==> config.mk <==
export PLATFORM = sky130hd
export DESIGN_NAME = pwm_input_measure
export DESIGN_NICKNAME = d
export VERILOG_FILES = /design/src/sv/pim_pkg.sv /design/src/sv/pim_front.sv /design/src/sv/pim_fifo.sv /design/src/sv/pim_back.sv /design/src/sv/pwm_input_measure.sv
export SDC_FILE = /design/constraint.sdc
export NUM_CORES = 1
export LEC_CHECK = 0
export ABC_CLOCK_PERIOD_IN_PS = 4300
export BUFFER_PORTS_ARGS = -buffer_cell sky130_fd_sc_hd__buf_2
export CORE_MARGIN = 2
export CORE_UTILIZATION = 55
export DETAILED_ROUTE_END_ITERATION = 7
export GPL_ROUTABILITY_DRIVEN = 0
export PLACE_DENSITY = 0.8
export SYNTH_ARGS = -nofsm -noshare
export SYNTH_HDL_FRONTEND = slang
export SYNTH_SLANG_ARGS = --single-unit
==> constraint.sdc <==
create_clock -name clk -period 4.3 [get_ports clk]
set_input_delay 0.43 -clock clk [delete_from_list [all_inputs] [get_ports clk]]
set_output_delay 0.43 -clock clk [all_outputs]
set_load 0.02 [all_outputs]
==> src/sv/pim_pkg.sv <==
package pim_pkg;

  localparam int CNT_W      = 16;
  localparam int FIELD_W    = 16;
  localparam int DUTY_W     = 16;
  localparam int FREQ_W     = 27;
  localparam int PSC_W      = 16;
  localparam int RELOAD_W   = 16;
  localparam int CFG_IDX_W  = 2;
  localparam int CFG_DATA_W = 27;
  localparam int FIFO_DEPTH = 2;
  localparam int STEP_W     = $clog2(FREQ_W);

  localparam logic [CFG_IDX_W-1:0] CFG_PRESCALE = 2'd0;
  localparam logic [CFG_IDX_W-1:0] CFG_RELOAD   = 2'd1;
  localparam logic [CFG_IDX_W-1:0] CFG_RATE     = 2'd2;

  localparam logic [PSC_W-1:0]    PRESCALE_RST = 16'd71;
  localparam logic [RELOAD_W-1:0] RELOAD_RST   = 16'd65535;
  localparam logic [FREQ_W-1:0]   RATE_RST     = 27'd1000000;

  typedef struct packed {
    logic [CNT_W-1:0] period;
    logic [CNT_W-1:0] high;
    logic             seen;
  } cap_t;

  typedef struct packed {
    logic [FIELD_W-1:0] period;
    logic [FIELD_W-1:0] high;
    logic [DUTY_W-1:0]  duty;
    logic [FREQ_W-1:0]  freq;
    logic               valid;
  } res_t;

endpackage

==> src/sv/pim_front.sv <==
module pim_front (
  input  logic                         clk,
  input  logic                         rst_n,
  input  logic                         tick_vld,
  input  logic                         pin_level,
  input  logic [pim_pkg::PSC_W-1:0]    prescale,
  input  logic [pim_pkg::RELOAD_W-1:0] reload,
  output logic                         cap_push,
  output pim_pkg::cap_t                cap
);
  import pim_pkg::*;

  logic [PSC_W-1:0] psc_r, psc_nxt;
  logic [CNT_W-1:0] cnt_r, cnt_nxt;
  logic [CNT_W-1:0] high_r, high_nxt;
  logic             last_r, seen_r;
  logic             rising, falling;

  assign rising  = tick_vld && pin_level && !last_r;
  assign falling = tick_vld && !pin_level && last_r;

  assign cap_push   = rising;
  assign cap.period = cnt_r;
  assign cap.high   = high_r;
  assign cap.seen   = seen_r;

  always_comb begin
    psc_nxt  = psc_r;
    cnt_nxt  = cnt_r;
    high_nxt = falling ? cnt_r : high_r;
    if (rising) begin
      psc_nxt = '0;
      cnt_nxt = '0;
    end else if (tick_vld) begin
      if (psc_r >= prescale) begin
        psc_nxt = '0;
        if (cnt_r >= reload)
          cnt_nxt = '0;
        else
          cnt_nxt = cnt_r + 1'b1;
      end else begin
        psc_nxt = psc_r + 1'b1;
      end
    end
  end

  always_ff @(posedge clk) begin
    if (!rst_n) begin
      psc_r  <= '0;
      cnt_r  <= '0;
      high_r <= '0;
      last_r <= 1'b0;
      seen_r <= 1'b0;
    end else begin
      psc_r  <= psc_nxt;
      cnt_r  <= cnt_nxt;
      high_r <= high_nxt;
      if (tick_vld)
        last_r <= pin_level;
      if (rising)
        seen_r <= 1'b1;
    end
  end

endmodule

==> src/sv/pim_fifo.sv <==
module pim_fifo (
  input  logic          clk,
  input  logic          rst_n,
  input  logic          wr_en,
  input  pim_pkg::cap_t wr_data,
  input  logic          rd_en,
  output pim_pkg::cap_t rd_data,
  output logic          fifo_full,
  output logic          fifo_empty
);
  import pim_pkg::*;

  localparam int PTR_W = (FIFO_DEPTH > 1) ? $clog2(FIFO_DEPTH) : 1;
  localparam int CNT_FW = $clog2(FIFO_DEPTH + 1);

  cap_t              mem_r [FIFO_DEPTH];
  logic [PTR_W-1:0]  wp_r, rp_r;
  logic [CNT_FW-1:0] cnt_r;
  logic              do_wr, do_rd;

  assign fifo_full  = (cnt_r == CNT_FW'(FIFO_DEPTH));
  assign fifo_empty = (cnt_r == '0);
  assign do_wr      = wr_en && !fifo_full;
  assign do_rd      = rd_en && !fifo_empty;
  assign rd_data    = mem_r[rp_r];

  always_ff @(posedge clk) begin
    if (do_wr)
      mem_r[wp_r] <= wr_data;
  end

  always_ff @(posedge clk) begin
    if (!rst_n) begin
      wp_r  <= '0;
      rp_r  <= '0;
      cnt_r <= '0;
    end else begin
      if (do_wr)
        wp_r <= (wp_r == PTR_W'(FIFO_DEPTH - 1)) ? '0 : wp_r + 1'b1;
      if (do_rd)
        rp_r <= (rp_r == PTR_W'(FIFO_DEPTH - 1)) ? '0 : rp_r + 1'b1;
      if (do_wr && !do_rd)
        cnt_r <= cnt_r + 1'b1;
      else if (do_rd && !do_wr)
        cnt_r <= cnt_r - 1'b1;
    end
  end

endmodule

==> src/sv/pim_back.sv <==
module pim_back (
  input  logic                       clk,
  input  logic                       rst_n,
  input  logic                       fifo_empty,
  input  pim_pkg::cap_t              cap,
  output logic                       fifo_pop,
  input  logic [pim_pkg::FREQ_W-1:0] rate,
  output logic                       res_vld,
  input  logic                       res_pop,
  output pim_pkg::res_t              res
);
  import pim_pkg::*;

  localparam logic [1:0] ST_IDLE = 2'd0;
  localparam logic [1:0] ST_RUN  = 2'd1;
  localparam logic [1:0] ST_HOLD = 2'd2;

  logic [1:0]        st_r, st_nxt;
  logic [STEP_W-1:0] step_r;
  logic [CNT_W-1:0]  per_r, high_r;
  logic              val_r, sat_r;
  logic [CNT_W-1:0]  frem_r, drem_r;
  logic [FREQ_W-1:0] fdiv_r;
  logic [DUTY_W-1:0] dq_r;
  logic              out_vld_r;
  res_t              out_r;

  logic [CNT_W:0]    ftry, dtry, per_x;
  logic              fge, dge;
  logic              load_out, cap_valid;

  assign per_x     = {1'b0, per_r};
  assign ftry      = {frem_r, fdiv_r[FREQ_W-1]};
  assign dtry      = {drem_r, 1'b0};
  assign fge       = (ftry >= per_x);
  assign dge       = (dtry >= per_x);
  assign cap_valid = cap.seen && (cap.period != '0);

  assign fifo_pop = (st_r == ST_IDLE) && !fifo_empty;
  assign load_out = (st_r == ST_HOLD) && (!out_vld_r || res_pop);
  assign res_vld  = out_vld_r;
  assign res      = out_r;

  always_comb begin
    st_nxt = st_r;
    unique case (st_r)
      ST_IDLE: if (!fifo_empty) st_nxt = cap_valid ? ST_RUN : ST_HOLD;
      ST_RUN:  if (step_r == STEP_W'(FREQ_W - 1)) st_nxt = ST_HOLD;
      ST_HOLD: if (load_out) st_nxt = ST_IDLE;
      default: st_nxt = ST_IDLE;
    endcase
  end

  always_ff @(posedge clk) begin
    if (!rst_n) begin
      st_r      <= ST_IDLE;
      out_vld_r <= 1'b0;
    end else begin
      st_r <= st_nxt;
      if (load_out)
        out_vld_r <= 1'b1;
      else if (res_pop)
        out_vld_r <= 1'b0;
    end
  end

  always_ff @(posedge clk) begin
    if (fifo_pop) begin
      per_r  <= cap.period;
      high_r <= cap.high;
      val_r  <= cap_valid;
      sat_r  <= (cap.high >= cap.period);
      step_r <= '0;
      frem_r <= '0;
      drem_r <= cap.high;
      fdiv_r <= rate;
      dq_r   <= '0;
    end else if (st_r == ST_RUN) begin
      step_r <= step_r + 1'b1;
      frem_r <= fge ? CNT_W'(ftry - per_x) : ftry[CNT_W-1:0];
      fdiv_r <= {fdiv_r[FREQ_W-2:0], fge};
      if (step_r < STEP_W'(DUTY_W)) begin
        drem_r <= dge ? CNT_W'(dtry - per_x) : dtry[CNT_W-1:0];
        dq_r   <= {dq_r[DUTY_W-2:0], dge};
      end
    end
    if (load_out) begin
      out_r.period <= per_r[FIELD_W-1:0];
      out_r.high   <= high_r[FIELD_W-1:0];
      out_r.valid  <= val_r;
      out_r.duty   <= !val_r ? '0 : (sat_r ? {DUTY_W{1'b1}} : dq_r);
      out_r.freq   <= val_r ? fdiv_r : '0;
    end
  end

  a_pop_idle: assert property (@(posedge clk) disable iff (!rst_n)
    fifo_pop |-> st_r == ST_IDLE)
    else $error("capture taken while divider busy");

  a_step_range: assert property (@(posedge clk) disable iff (!rst_n)
    st_r == ST_RUN |-> step_r < STEP_W'(FREQ_W))
    else $error("divider step out of range");

  a_invalid_zero: assert property (@(posedge clk) disable iff (!rst_n)
    (out_vld_r && !out_r.valid) |-> (out_r.duty == '0 && out_r.freq == '0))
    else $error("invalid result carries duty or frequency");

  a_hold_load: assert property (@(posedge clk) disable iff (!rst_n)
    (st_r == ST_HOLD && !out_vld_r) |=> out_vld_r)
    else $error("finished result not moved to output");

endmodule

==> src/sv/pwm_input_measure.sv <==
// Throughput: one pin sample item per cycle while full is low.
// A rising edge item yields its result through the capture queue, 27 restoring
// divider steps and the output register; an invalid result skips the divider.
// A two-entry capture queue absorbs rising edges closer together than the divider.
// Reset (synchronous, rst_n low): counters, edge history and queues clear;
// registers return to prescale 71, reload 65535, count rate 1000000.
module pwm_input_measure (
  input  logic                           clk,
  input  logic                           rst_n,
  input  logic                           push,
  output logic                           full,
  input  logic                           in_pin_level,
  output logic                           empty,
  input  logic                           pop,
  output logic [pim_pkg::FIELD_W-1:0]    out_period_ticks,
  output logic [pim_pkg::FIELD_W-1:0]    out_high_ticks,
  output logic [pim_pkg::DUTY_W-1:0]     out_duty_q16,
  output logic [pim_pkg::FREQ_W-1:0]     out_frequency_hz,
  output logic                           out_measure_valid,
  input  logic                           cfg_valid,
  output logic                           cfg_ready,
  input  logic [pim_pkg::CFG_IDX_W-1:0]  cfg_index,
  input  logic [pim_pkg::CFG_DATA_W-1:0] cfg_data
);
  import pim_pkg::*;

  logic [PSC_W-1:0]    prescale_r;
  logic [RELOAD_W-1:0] reload_r;
  logic [FREQ_W-1:0]   rate_r;

  logic tick_vld, cap_push, fifo_full, fifo_empty, fifo_pop, res_vld;
  cap_t cap_in, cap_out;
  res_t res;

  assign cfg_ready = 1'b1;
  assign full      = fifo_full;
  assign tick_vld  = push && !fifo_full;
  assign empty     = !res_vld;

  assign out_period_ticks  = res.period;
  assign out_high_ticks    = res.high;
  assign out_duty_q16      = res.duty;
  assign out_frequency_hz  = res.freq;
  assign out_measure_valid = res.valid;

  always_ff @(posedge clk) begin
    if (!rst_n) begin
      prescale_r <= PRESCALE_RST;
      reload_r   <= RELOAD_RST;
      rate_r     <= RATE_RST;
    end else if (cfg_valid) begin
      unique case (cfg_index)
        CFG_PRESCALE: prescale_r <= cfg_data[PSC_W-1:0];
        CFG_RELOAD:   reload_r   <= cfg_data[RELOAD_W-1:0];
        CFG_RATE:     rate_r     <= cfg_data[FREQ_W-1:0];
        default:      ;
      endcase
    end
  end

  pim_front u_front (
    .clk       (clk),
    .rst_n     (rst_n),
    .tick_vld  (tick_vld),
    .pin_level (in_pin_level),
    .prescale  (prescale_r),
    .reload    (reload_r),
    .cap_push  (cap_push),
    .cap       (cap_in)
  );

  pim_fifo u_fifo (
    .clk        (clk),
    .rst_n      (rst_n),
    .wr_en      (cap_push),
    .wr_data    (cap_in),
    .rd_en      (fifo_pop),
    .rd_data    (cap_out),
    .fifo_full  (fifo_full),
    .fifo_empty (fifo_empty)
  );

  pim_back u_back (
    .clk        (clk),
    .rst_n      (rst_n),
    .fifo_empty (fifo_empty),
    .cap        (cap_out),
    .fifo_pop   (fifo_pop),
    .rate       (rate_r),
    .res_vld    (res_vld),
    .res_pop    (pop),
    .res        (res)
  );

endmodule
==> results of run 1 <==
per-stage QoR:
| step | instances | total power [uW] |
|---|---|---|
| 5_1_grt | 2048 | 13740 |
| 2_1_floorplan | 1522 | 8432 |
| 4_1_cts | 2048 | 13040 |
| 6_report | 2048 | 13030 |
| 3_3_place_gp | 1976 | 9361 |
| 3_5_place_dp | 1976 | 9555 |
sequential cells by signal, indices dropped and copies added, names as in the netlist, 2 cells and up, named ones only:
name	flops
u_back.res	76
u_fifo.mem_r	66
rate_r	27
u_back.fdiv_r	27
prescale_r	16
reload_r	16
u_back.dq_r	16
u_back.drem_r	16
u_back.frem_r	16
u_back.high_r	16
u_back.per_r	16
u_front.cnt_r	16
u_front.high_r	16
u_front.psc_r	16
u_back.step_r	5
u_back.st_r	2
u_fifo.cnt_r	2
placed cells by master (no fill, tap or decap), types with 10 or more instances in the layout:
master	netlist	routed
edfxtp_1	219	219
buf_4	2	10
nand2b_1	12	12
nor2_1	73	72
nor2b_1	15	14
nand2_1	280	280
o211ai_1	25	25
xnor2_1	23	23
a21o_1	18	18
mux2i_1	33	33
and2_1	35	35
nor3_1	15	15
or3_1	12	12
a22o_1	16	16
xor2_1	19	19
inv_1	82	82
ha_1	85	85
nand3_1	27	27
nand4_1	15	15
mux2_2	26	26
a21boi_0	51	51
dfxtp_1	154	154
o21a_1	26	26
buf_2	2	112
o21ai_0	62	61
a21oi_1	49	49
clkbuf_16	0	42
area by class of cell:
type                            count  area (sq um)
Clock buffer                       53          1122
Clock inverter                     19         217.7
Fill cell                        2279         10840
Inverter                           83         311.5
Multi-Input combinational cell   1008          6521
Sequential cell                   373          9659
Tap cell                          390         488.0
Timing Repair Buffer              122         635.6
where the power goes:
group          internal (uW)  switching (uW)  total [uW]
Clock                   2090            1370        3460
Combinational           1570            2670        4250
Sequential              4900             419        5320
Total                   8560            4470       13000
layer usage:
| layer | wire, um | vias up | part of all wire [%] |
|---|---|---|---|
| met1 | 15870 | 5567 | 44 |
| met3 | 2125 | 64 | 5.9 |
| met4 | 887 | 0 | 2.5 |
| met2 | 17020 | 332 | 47 |
| li1 | - | 5585 | - |
| met5 | 0 | - | 0 |
cell families (layout without fill, tap and decap cells):
| family | after synthesis | count (layout) | synth area share [%] |
|---|---|---|---|
| and+or+nand+nor | 526 | 526 | 14.39 |
| xor gates and xnor gates | 42 | 42 | 2.200 |
| buffers and inverters | 141 | 277 | 3.359 |
| adders and majority gates | 87 | 87 | 6.599 |
| AOI/OAI and AO/OA | 293 | 293 | 11.95 |
| muxes | 59 | 59 | 3.726 |
| other | 1 | 1 | 0.02242 |
| DFF | 373 | 373 | 57.76 |
worst register-to-register path: stages, from the launching register on:
cell and delay, ns:
edfxtp_1 0.47, inv_1 0.12, ha_1 0.25, nor2b_1 0.15, o31a_1 0.31, o31ai_1 0.33, o21ai_1 0.16, o31ai_2 0.27
a31o_2 0.59, mux2i_1 0.15, mux2_2 0.28
final timing paths:
check / to / start
setup / recovery: u_back.drem_r[1] / u_back.per_r[1]
hold / removal: rate_r[16] / cfg_data[16]
setup reg to reg: u_back.drem_r[1] / u_back.per_r[1]
hold reg to reg: u_back.res[56] / u_back.high_r[12]
==> flow_metrics.tcl, run 1 <==
set metrics [dict create \
    clockBufferDepth 3 \
    synth.area.top_cells "edfxtp_1 (39%), dfxtp_1 (18%), ha_1 (6.4%), nand2_1 (6.3%), a21boi_0 (2.3%)" \
    cp.required_ns 4.58 \
    yosysUniqueCellTypes 69 \
    synth_commonest_cells "nand2_1 (280), edfxtp_1 (219), dfxtp_1 (154)" \
    clk_latency_ns 0.53 \
    synth.ff_latch_count 373 \
    setup_viol 0 \
    grt_pass1_vias 11130 \
    power_density_nw_per_um2 687.2 \
    irDropWorstVdd_mv 0.3596 \
    cts-root-buf "clkbuf_16" \
    crit_slowest_cell "a31o_2" \
    status "finished, final reports clean" \
    yosysMostFrequentCell "nand2_1" \
    maxSlewHeadroom_pct 18.56 \
    hold_viol 0 \
    die_y_um 178.4 \
    fin_ws_ns 0.9762 \
    synth_edf_count 219 \
    clk_pin_slew_ns 0.06 \
    fin_worst_skew_ns 0.01579 \
    grtUsageMet2_pct 37.77 \
    firstDrtPassIters 5 \
    core_sq_um 29800 \
    max_freq_mhz 300.9 \
    rsz0062_at_grt "false" \
    antenna_found_initial 0 \
    numCtsBuffers 39 \
    p_leak_uw 0.007501 \
    wirelength_um 35910 \
    fin_area_sq_um 18960 \
    yosysTopAreaCell "edfxtp_1" \
    met3_usage_pct 3.517 \
    globalRoute.totalOverflow 0 \
    synth_top_area_share_pct 39.32 \
    cp_num_buf_inv 1 \
    r2r_cells 10 \
    rows 63 \
    hold_class "in2reg" \
    slew_violations 0 \
    syn_nets 1644 \
    n_antenna_cell 0 \
    io_pins 114 \
    met1_usage_pct 30.65 \
    syn_area_sq_um 16720 \
    grt_max_degree 72 \
    post_drt_wl_per_cell_um 17.53 \
    critPathMaxStageDelay_ns 0.59 \
    cts_tree "built" \
    crit_chain "inv_1, ha_1, nor2b_1, o31a_1, o31ai_1, o21ai_1, o31ai_2, a31o_2, mux2i_1, mux2_2" \
    antenna_left 0 \
    cp-end-kind "flop" \
    routed_via_density 5.639 \
    fin_setup_tns_ns 0 \
    nNetsFinal 1749 \
    synth_area_per_cell_sq_um 10.99 \
    ys_async_sr_fraction_pct 0 \
    io_buffer_count 112 \
    ys_warn_count 0 \
    critPathKind "reg2reg" \
    crit_family "compound AO/OA/AOI/OAI gates" \
    cts_max_level 2 \
    drive_above_1_share_pct 13.75 \
    finalCritPeriodShare_pct 77.30 \
    crit_fanout 19 \
    reg2reg_slack_ns 0.98 \
    clock-sinks 373 \
    grt_pass1_wl_um 57230 \
    yosysSeqAreaShare_pct 57.76 \
    worst_pin_slew_ns 1.222 \
    cp.depth 10 \
    drc 0 \
    post_cts_buffers 0 \
    post-route-util_pct 63.62 \
    first_iter_violations 926 \
    area_growth_pct 13.35 \
    grt-busiest-layer "met2" \
    holdWs_ns 0.1165 \
    cts_hold_buf 0 \
    synthCells 1522 \
    initial_core_util_pct 56.13 \
    fp.dieArea_sq_um 31820 \
    arrival_ns 3.61 \
    grt_use_total_pct 22.67 \
    crit_path_start_kind "flop" \
    placed_area_sq_um 17620 \
    hold_depth 3 \
    dr_total_vias 11550 \
    synth_ff_type "edfxtp_1" \
    cts_resized 0 \
    dp_hpwl_um 24880 \
    die_w_um 178.4 \
    min_period_ns 3.324 \
    maxCapViolCount 0 \
    post-place-ws_ns 1.041 \
]
Note: power is estimated with default switching activity, not from simulation.
==> inputs of run 2 (changes only) <==
--- a/config.mk
+++ b/config.mk
@@ -5,13 +5,13 @@
 export SDC_FILE = /design/constraint.sdc
 export NUM_CORES = 1
 export LEC_CHECK = 0
-export ABC_CLOCK_PERIOD_IN_PS = 4300
+export ABC_CLOCK_PERIOD_IN_PS = 3320
 export BUFFER_PORTS_ARGS = -buffer_cell sky130_fd_sc_hd__buf_2
 export CORE_MARGIN = 2
-export CORE_UTILIZATION = 55
+export CORE_UTILIZATION = 60
 export DETAILED_ROUTE_END_ITERATION = 7
 export GPL_ROUTABILITY_DRIVEN = 0
-export PLACE_DENSITY = 0.8
+export PLACE_DENSITY = 0.83
 export SYNTH_ARGS = -nofsm -noshare
 export SYNTH_HDL_FRONTEND = slang
 export SYNTH_SLANG_ARGS = --single-unit
==> constraint.sdc (replaced) <==
create_clock -name clk -period 3.32 [get_ports clk]
set_input_delay 0.332 -clock clk [delete_from_list [all_inputs] [get_ports clk]]
set_output_delay 0.332 -clock clk [all_outputs]
set_load 0.02 [all_outputs]
==> flow_metrics.tcl, run 2 (same netlist as run 1, synthesis figures left out) <==
set metrics [dict create \
    max_freq_mhz 325.5 \
    cts_hold_buf 0 \
    wirelength_um 35560 \
    area_growth_pct 13.38 \
    antenna_found_initial 1 \
    io_buffer_count 112 \
    clk_pin_slew_ns 0.06 \
    hold_viol 0 \
    worst_pin_slew_ns 1.199 \
    crit_fanout 14 \
    numCtsBuffers 38 \
    maxSlewHeadroom_pct 19.73 \
    grt_use_total_pct 24.61 \
    n_fill_cell 2000 \
    drive_above_1_share_pct 13.93 \
    clk_latency_ns 0.52 \
    grt_max_degree 75 \
    firstDrtPassIters 5 \
    cp.required_ns 3.55 \
    io_pins 114 \
    crit_path_start_kind "flop" \
    die_y_um 171.0 \
    clockBufferDepth 3 \
    die_w_um 171.0 \
    core_sq_um 27630 \
    globalRoute.totalOverflow 0 \
    dp_hpwl_um 24260 \
    final_common_cell "nand2_1" \
    drc 0 \
    grt_pass1_vias 11350 \
    fp.dieArea_sq_um 29220 \
    dr_total_vias 11710 \
    n_antenna_cell 0 \
    largest_reg_flops 76 \
    setup_viol 0 \
    post-route-util_pct 68.63 \
    cp-end-kind "flop" \
    arrival_ns 3.31 \
    power_density_nw_per_um2 888.9 \
    rsz0062_at_grt "false" \
    cts_max_level 2 \
    fin_setup_tns_ns 0 \
    cts_tree "built" \
    routed_via_density 5.733 \
    cts-root-buf "clkbuf_16" \
    rows 61 \
    finalCritPeriodShare_pct 92.54 \
    layout_common_cells "nand2_1 (280), edfxtp_1 (219), dfxtp_1 (154)" \
    min_period_ns 3.072 \
    maxCapViolCount 0 \
    hold_class "in2reg" \
    slew_violations 0 \
    initial_core_util_pct 60.53 \
    irDropWorstVdd_mv 0.6746 \
    fin_worst_skew_ns 0.01126 \
    nNetsFinal 1759 \
    status "finished, final reports clean" \
    clock-sinks 373 \
    antenna_left 0 \
    critPathKind "reg2reg" \
    grt_pass1_wl_um 57140 \
    post_drt_wl_per_cell_um 17.40 \
    first_iter_violations 1043 \
    p_leak_uw 0.007514 \
]
==> run 2: cell count changes in the layout (fill, tap and decap cells not counted) <==
| cell | before | now |
|---|---|---|
| clkbuf_16 | 42 | 39 |
| clkbuf_1 | 8 | 11 |
| clkinv_4 | 1 | 0 |
| inv_16 | 1 | 0 |
| clkbuf_8 | 3 | 4 |
| o211ai_2 | 1 | 0 |
| buf_4 | 10 | 21 |
| o211ai_4 | 0 | 1 |
| clkinvlp_4 | 2 | 1 |
| clkinv_2 | 6 | 3 |
| bufinv_16 | 4 | 5 |
==> run 2: where the power goes <==
part	switching [uW]	total (uW)	internal [uW]
Sequential	471	6810	6340
Combinational	3580	5700	2120
Clock	1710	4350	2640
==> run 2: worst max-delay path: stages, from the launching register on <==
cell and delay, ns:
edfxtp_1 0.40, inv_1 0.13, ha_1 0.32, a21oi_1 0.34
o31ai_1 0.11, a31oi_1 0.21, o21ai_1 0.15, o31ai_2 0.30
a31o_2 0.23, buf_4 0.24, mux2i_1 0.25, o21ai_0 0.12
==> run 2: cell type report <==
cell class                 count  area, sq um  area share (%)
clock buffer                  54         1072           5.655
timing repair buffer         133        718.2           3.788
tap                          378        473.0           2.494
inverter                      83        311.5           1.643
clock inverter                14        196.4           1.036
sequential                   373         9659           50.94
multi-input combinational   1008         6530           34.44
==> run 2: what timing repair did <==
| action | in CTS | in global routing |
|---|---|---|
| resized for setup | 0 | 1 |
| setup buffers | 0 | 0 |
| endpoints found under the setup margin | 0 | 2 |
==> run 2: path summary, 6_finish.rpt <==
check | from | to | slack, ns | cells past startpoint
min | cfg_data[17] | rate_r[17] | 0.02 | 3
max reg2reg | u_back.per_r[8] | u_back.drem_r[5] | 0.25 | 11
max | u_back.per_r[8] | u_back.drem_r[5] | 0.25 | 11
min reg2reg | u_back.high_r[12] | u_back.res[56] | 0.41 | 0
==> run 2: metal layers <==
layer | track usage (%) | up-vias | wire length (um)
li1 | - | 5623 | -
met1 | 33.15 | 5565 | 15310
met2 | 40.22 | 429 | 16700
met3 | 3.609 | 96 | 2260
met4 | 10.21 | 0 | 1286
met5 | 0 | - | 0
==> run 2: stage by stage <==
stage | area, sq um | hold WS [ns] | setup slack [ns] | instances | power (uW)
after floorplan | 16730 | 0.4003 | 0.1339 | 1522 | 10920
final | 18960 | 0.01976 | 0.2477 | 2043 | 16860
after CTS | 18950 | 0.008100 | 0.2379 | 2043 | 16820
after detailed placement | 17680 | 0.4045 | 0.2439 | 1975 | 12430
after global routing | 18960 | 0.03969 | 0.07665 | 2043 | 17740
after global placement | 17680 | 0.4015 | 0.3712 | 1975 | 12210
